### config.mk
export PLATFORM = sky130hd
export DESIGN_NAME = sklc_window
export DESIGN_NICKNAME = d
export VERILOG_FILES = /design/src/rtl/sklc_pkg.sv /design/src/rtl/sklc_window.sv
export SDC_FILE = /design/constraint.sdc
export NUM_CORES = 1
export LEC_CHECK = 0
export ABC_CLOCK_PERIOD_IN_PS = 13000
export BUFFER_PORTS_ARGS = -buffer_cell sky130_fd_sc_hd__buf_2
export CAP_MARGIN = 20
export CORE_MARGIN = 2
export CORE_UTILIZATION = 50
export DETAILED_ROUTE_END_ITERATION = 16
export PLACE_DENSITY = 0.78
export SLEW_MARGIN = 20
export SYNTH_ARGS = -nofsm -noshare
export SYNTH_HDL_FRONTEND = slang
export SYNTH_SLANG_ARGS = --single-unit
### constraint.sdc
create_clock -name clk -period 13 [get_ports clk]
set_clock_uncertainty 0.1 [all_clocks]
set_input_delay 0.65 -clock clk [delete_from_list [all_inputs] [get_ports clk]]
set_output_delay 0.65 -clock clk [all_outputs]
set_load 0.02 [all_outputs]
### src/rtl/sklc_pkg.sv
// Shared constants and types for the small-kernel correlator.
`default_nettype none

package sklc_pkg;

  // Parameter defaults
  localparam int MAX_TAPS_DEF     = 11;
  localparam int SAMPLE_WIDTH_DEF = 16;
  localparam int TAP_WIDTH_DEF    = 16;

  // Fixed field widths
  localparam int IN_SAMPLE_W  = 16;
  localparam int IN_TUSER_W   = 1;
  localparam int OUT_W        = 35;
  localparam int OUT_TDATA_W  = 40;
  localparam int TAP_COUNT_W  = 4;
  localparam int CFG_DATA_W   = 64;
  localparam int CFG_IDX_W    = 2;
  localparam int HIGH_GROUP_W = 48;

  // Tap bank layout: 16-bit slots, room for twelve taps
  localparam int SLOT_W      = 16;
  localparam int BANK_SLOTS  = 12;
  localparam int TAP_BANK_W  = SLOT_W * BANK_SLOTS;

  typedef enum logic [CFG_IDX_W-1:0] {
    REG_TAP_COUNT = 2'd0,
    REG_TAPS_LOW  = 2'd1,
    REG_TAPS_MID  = 2'd2,
    REG_TAPS_HIGH = 2'd3
  } cfg_reg_t;

endpackage

`default_nettype wire

### src/rtl/sklc_window.sv
// Input stage: fill count, sample delay line and window register.
`default_nettype none

module sklc_window #(
  parameter int MAX_TAPS     = sklc_pkg::MAX_TAPS_DEF,
  parameter int SAMPLE_WIDTH = sklc_pkg::SAMPLE_WIDTH_DEF,
  localparam int CNT_W       = $clog2(MAX_TAPS + 1)
) (
  input  wire logic                                 clk,
  input  wire logic                                 rst_n,
  input  wire logic                                 in_valid_i,
  output      logic                                 in_ready_o,
  input  wire logic [sklc_pkg::IN_SAMPLE_W-1:0]     sample_i,
  input  wire logic                                 start_i,
  input  wire logic [CNT_W-1:0]                     tap_num_i,
  output      logic                                 win_valid_o,
  input  wire logic                                 win_ready_i,
  output      logic signed [SAMPLE_WIDTH-1:0]       win_o [MAX_TAPS]
);
  import sklc_pkg::*;

  logic signed [SAMPLE_WIDTH-1:0] cur;
  logic signed [SAMPLE_WIDTH-1:0] win_r [MAX_TAPS];
  logic [CNT_W-1:0]               fill_r;
  logic [CNT_W-1:0]               fill_base;
  logic [CNT_W-1:0]               fill_nxt;
  logic                           win_valid_r;
  logic                           emit;
  logic                           accept;

  generate
    if (SAMPLE_WIDTH <= IN_SAMPLE_W) begin : g_narrow
      assign cur = sample_i[SAMPLE_WIDTH-1:0];
    end else begin : g_wide
      assign cur = {{(SAMPLE_WIDTH - IN_SAMPLE_W){1'b0}}, sample_i};
    end
  endgenerate

  assign in_ready_o = rst_n && (!win_valid_r || win_ready_i);
  assign accept     = in_valid_i && in_ready_o;

  // Start flag clears the count before this sample is counted.
  assign fill_base = start_i ? '0 : fill_r;
  assign fill_nxt  = (fill_base < CNT_W'(MAX_TAPS)) ? fill_base + CNT_W'(1) : fill_base;
  assign emit      = (fill_nxt >= tap_num_i);

  always_ff @(posedge clk) begin
    if (!rst_n) begin
      fill_r      <= '0;
      win_valid_r <= 1'b0;
    end else if (accept) begin
      fill_r      <= fill_nxt;
      win_valid_r <= emit;
    end else if (win_ready_i) begin
      win_valid_r <= 1'b0;
    end
  end

  // Delay line and window clear on reset; unused lanes then multiply zero.
  generate
    if (MAX_TAPS > 1) begin : g_hist
      logic signed [SAMPLE_WIDTH-1:0] hist_r [MAX_TAPS-1];

      always_ff @(posedge clk) begin
        if (!rst_n) begin
          for (int i = 0; i < MAX_TAPS - 1; i++) begin
            hist_r[i] <= '0;
          end
          for (int a = 0; a < MAX_TAPS; a++) begin
            win_r[a] <= '0;
          end
        end else if (accept) begin
          hist_r[0] <= cur;
          for (int i = 1; i < MAX_TAPS - 1; i++) begin
            hist_r[i] <= hist_r[i-1];
          end
          win_r[0] <= cur;
          for (int a = 1; a < MAX_TAPS; a++) begin
            win_r[a] <= hist_r[a-1];
          end
        end
      end
    end else begin : g_nohist
      always_ff @(posedge clk) begin
        if (!rst_n) begin
          win_r[0] <= '0;
        end else if (accept) begin
          win_r[0] <= cur;
        end
      end
    end
  endgenerate

  assign win_valid_o = win_valid_r;
  assign win_o       = win_r;

endmodule

`default_nettype wire

=== Word-level counts from Yosys, hierarchy flattened ===
Memory sizes are Yosys's and may differ from the RTL's. A register that Yosys moved wholly into a read port is not among the register bits.
Index checks and enable logic that the tools add are counted.

* Word-level logic and storage cells: 50
* Memories: 1
* Flip-flop bits (word level): 165
* Bits in writable memories: 160
* Input port bits: 25

{| class="wikitable"
|+ Memory list
! name !! words !! width !! read ports !! clocked after Yosys merged registers in !! wr ports !! RTL line !! source
|-
| g_hist.hist_r || 10 || 16 || 10 || 1 || 10 || sklc_window.sv:62 || <nowiki>logic signed [SAMPLE_WIDTH-1:0] hist_r [MAX_TAPS-1];</nowiki>
|}

* Add/subtract/negate cells: 1
* Reduce and logical (&&, ||, !) cells: 6
* Bitwise gates (word level): 10
* Order comparisons: 2
* Muxes and demuxes: 18

{| class="wikitable"
|+ Operators by type and width
! kind !! number
|-
| $mux 16 || 10
|-
| $or 1x1->1 || 10
|-
| $mux 4 || 2
|-
| $mux 1 || 6
|-
| $add 4x1->4 const B || 1
|-
| $ge 4x4->1 || 1
|-
| $lt 4x4->1 const B || 1
|-
| $logic_and 1x1->1 || 2
|-
| $logic_not 1->1 || 2
|-
| $reduce_bool 2->1 || 1
|-
| $logic_or 1x1->1 || 1
|}

=== Depth between registers and ports, before layout ===
* Depth after elaboration: 8
* Depth in mapped cells: 10

=== Least setup slack after synthesis ===
OpenSTA, ideal clock, no wires.

* Path type: in2reg
* From: input port win_ready_i
* To: memory g_hist.hist_r[0][0] (netlist name) (enable)
* Setup time: 513 ps
* Stages: 7
* Data required time: 12387 ps
* Slack: 7843 ps
* Arrival time: 4544 ps
* Buffers on the path: 3
* Cells stage by stage: nand2b_4 > nand3_1 > and2_1 > buf_2 > buf_6 > buf_6 > inv_1

{| class="wikitable"
|+ RTL lines
! element !! RTL line !! source
|-
| start, declared || sklc_window.sv:17 || <nowiki>input wire logic win_ready_i,</nowiki>
|-
| end, declared || sklc_window.sv:62 ||
|}

=== Worst setup path in the final report ===
* From: input port rst_n
* To: register win_r, in the netlist win_o[100] (read register of g_hist.hist_r)

* Cells in the longest elaborated chain, start to end: 2

{| class="wikitable"
|+ Ends and longest elaborated chain
! element !! RTL line !! source
|-
| start, declared || sklc_window.sv:10 || <nowiki>input wire logic rst_n,</nowiki>
|-
| $logic_and 1x1->1 || sklc_window.sv:39 || <nowiki>assign in_ready_o = rst_n && (!win_valid_r || win_ready_i);</nowiki>
|-
| $logic_and 1x1->1 || sklc_window.sv:40 || <nowiki>assign accept = in_valid_i && in_ready_o;</nowiki>
|-
| end, declared || sklc_window.sv:23 || <nowiki>logic signed [SAMPLE_WIDTH-1:0] win_r [MAX_TAPS];</nowiki>
|}

Parallel ways exist; a longest one is shown, timed or not.
A chain may end at the register's enable or synchronous reset.

==> reports/metrics.cfg <==
[die]
ios = 203
die_height_um = 157
core_area_sq_mm = 0.0228
fp-row-count = 55
start_util_pct = 51.2
die_w_um = 157
die-area_sq_mm = 0.0245

[yosys]
synthArstFlopShare_pct = 0
synthSimpleGateAreaFrac_pct = 13.0
ys_warn_count = 0
yosysSeqAreaShare_pct = 72.3
syn_nets = 825
synthAdderAreaFrac_pct = 0.537
syn_avg_cell_area_sq_um = 14.7
ys_ff_latch = 341
synth_xor_area_share_pct = 0.0752
ys_types = 26
synth_top_family_by_area = simple AND/OR/NAND/NOR gates
synth_compound_area_share_pct = 11.0
synth.area.mux_share_pct = 0.0966
synth_area_sq_mm = 0.0117
synth_edf_count = 160
syn_inst = 795
synth-main-ff-cell = dfxtp_1

[layout]
fin_util_pct = 60.9
multi_input_area_sq_mm = 0.00288
drive_gt1_share_pct = 33.0
regArea_sq_mm = 0.00843
n_fill_cell = 1776
area_delta_synth_final_pct = 19.1
mostFrequentLayoutCell = buf_2
nNetsFinal = 1025
final_cell_mix = 202 x buf_2, 181 x dfxtp_1, 162 x a21o_1
n_antenna_cell = 0
final_cell_area_sq_mm = 0.0139

[global_route]
grt_overflow = 0
grt_max_degree = 161
grt_use_met2_pct = 26.6
gr-max-usage-layer = met2
grt_pass1_vias = 6335
antenna_found_initial = 0
met3_usage_pct = 6.09
track_usage_pct = 16.2
grt_pass1_wl_um = 31600
grt_util_met1_pct = 20.2

[timing]
period_share_pct = 25.7
rsz0062_at_grt = no
finalHoldWorstSlack_ps = 328
tns_ps = 0
slew_headroom_pct = 39.1
finalSetupViolCount = 0
slew_viol_final = 0
worstMarginPinSlew_ps = 914
hold_viol = 0
period_minus_slack_ps = 3340
max_freq_ghz = 0.299

[power_and_ir_drop]
p_int_mw = 1.83
totalPowerFinal_mw = 2.35
power.share.clock_pct = 40.4
seqPwrFrac_pct = 52.2
combPwrFrac_pct = 7.4
ir_drop_v = 0.000123
p_leak_nw = 7.30
switchingPower_mw = 0.515
p_sw_share_pct = 21.9
powerDensity_mw_per_mm2 = 169

[critical_path]
cpMaxStageDelayCell = buf_4
endpoint_kind = register
cp.arrival_ps = 3670
r2r-end = win_o[100]$_SDFFE_PN0P_
crit_buf_inv = 3
cp_slowest_stage_delay_ps = 650
cpMostUsedCell = buf_4
r2r_setup_slack_ps = 9660
path_depth = 6
crit_chain = buf_2, nand3_1, and2_4, buf_4, buf_4, a21o_1
critPathLaunchType = primary input
cp.required_ps = 13330
regToRegStartpoint = win_valid_o$_SDFFE_PN0P_
crit_type = in2reg
crit_family = buffers and inverters
worst-path-max-fanout = 62
reg2regPathDepth = 6

[min_path]
min_from = g_hist.hist_r[9][7]$_SDFFCE_PN0P_
holdPathEnd = win_o[7]$_SDFFE_PN0P_
hold_class = reg2reg
holdPathStages = 2

[placed_design]
post_dp_cell_area_sq_mm = 0.0128
port_buffers = 202
post-dp-hpwl_um = 12200
routabilityCongestion = 0.711

[route]
drt-initial-drc-count = 395
wl_per_cell_um = 15.1
routed_via_density = 4.87
dr_total_vias = 6494
route.detailed.drc = 0
dr.pass1.iters = 5
drtAntennaViolNets = 0
wirelength_um = 20100

[cts]
cts-resized-gates = 0
cts_tree = built
ctsHoldBuffers = 0
numCtsBuffers = 35
cts_root_buf = clkbuf_16
cts_setup_buffers = 0
cts.path.max_buffers = 3
clock-sinks = 341
clkTransAtPathRegs_ps = 60
h-tree-depth = 2
insertion_delay_ps = 500

[job]
cap_violations = 0

[run_status]
outcome = finished, final reports clean

[sequential cells by signal (all words and copies together) (netlist names)]
name,cells
win_o,176
g_hist.hist_r,160
fill_r,4
win_valid_o,1
[logic make-up after synthesis]
family,count (synthesis)
adder cells (fa/ha/maj),5
AND/OR/NAND/NOR,228
XOR/XNOR,1
AO/OA/AOI/OAI,171
buffers and inverters,48
multiplexers,1
flip-flops,341
[worst reg2reg max path: stages, from the launching register on]
cell	delay [ps]
dfxtp_1	370
nand2b_4	80
nand3_1	550
and2_4	640
buf_4	610
buf_4	660
a21o_1	260
[worst max path at each step]
stage                             startpoint                                 to
floorplan                        win_ready_i  g_hist.hist_r[0][0]$_SDFFCE_PN0P_
CTS                 win_valid_o$_SDFFE_PN0P_             win_o[81]$_SDFFE_PN0P_
global route        win_valid_o$_SDFFE_PN0P_             win_o[81]$_SDFFE_PN0P_
finish                                 rst_n            win_o[100]$_SDFFE_PN0P_
global placement                       rst_n            win_o[131]$_SDFFE_PN0P_
detailed placement                     rst_n             win_o[37]$_SDFFE_PN0P_
[cells in the mapped netlist, types with 3 or more instances]
cell / number / area share, %
dfxtp_1: 181 / 31
a21o_1: 162 / 10
edfxtp_1: 160 / 41
and2_4: 82 / 6.2
and2_1: 80 / 4.3
nand2_1: 36 / 1.2
buf_6: 21 / 2.0
nand3_1: 21 / 0.90
clkbuf_1: 17 / 0.55
inv_1: 6 / 0.19
ha_1: 5 / 0.54
o21ai_0: 3 / 0.13
[stage by stage]
step	instances	worst slack, ps
after floorplan	795	7840
after global routing	1333	9390
final	1333	9660
after detailed placement	1271	9110
after global placement	1271	9190
after CTS	1333	9600
[routing by layer]
metal  vias to the layer above  wire (um)
met3                        27       1870
li1                       3172          -
met4                         0        293
met5                         -          0
met2                       187       9330
met1                      3108       8610
[area by class of cell]
type / count / area share (%)
sequential: 341 / 60.8
multi-input combinational: 406 / 20.8
clock buffer: 56 / 7.56
timing repair buffer: 205 / 7.45
tap: 313 / 2.82
clock inverter: 6 / 0.379
inverter: 6 / 0.253
[power groups by stage]
stage          combinational, mW  clock, mW  sequential (mW)
5_1_grt                    0.189       1.02             1.23
6_report                   0.173      0.949             1.22
3_3_place_gp               0.172          0             1.24
3_5_place_dp               0.176          0             1.25
4_1_cts                    0.177      0.975             1.23
2_1_floorplan             0.0811          0             1.29
No activity file was read; power rests on OpenSTA's default activity.
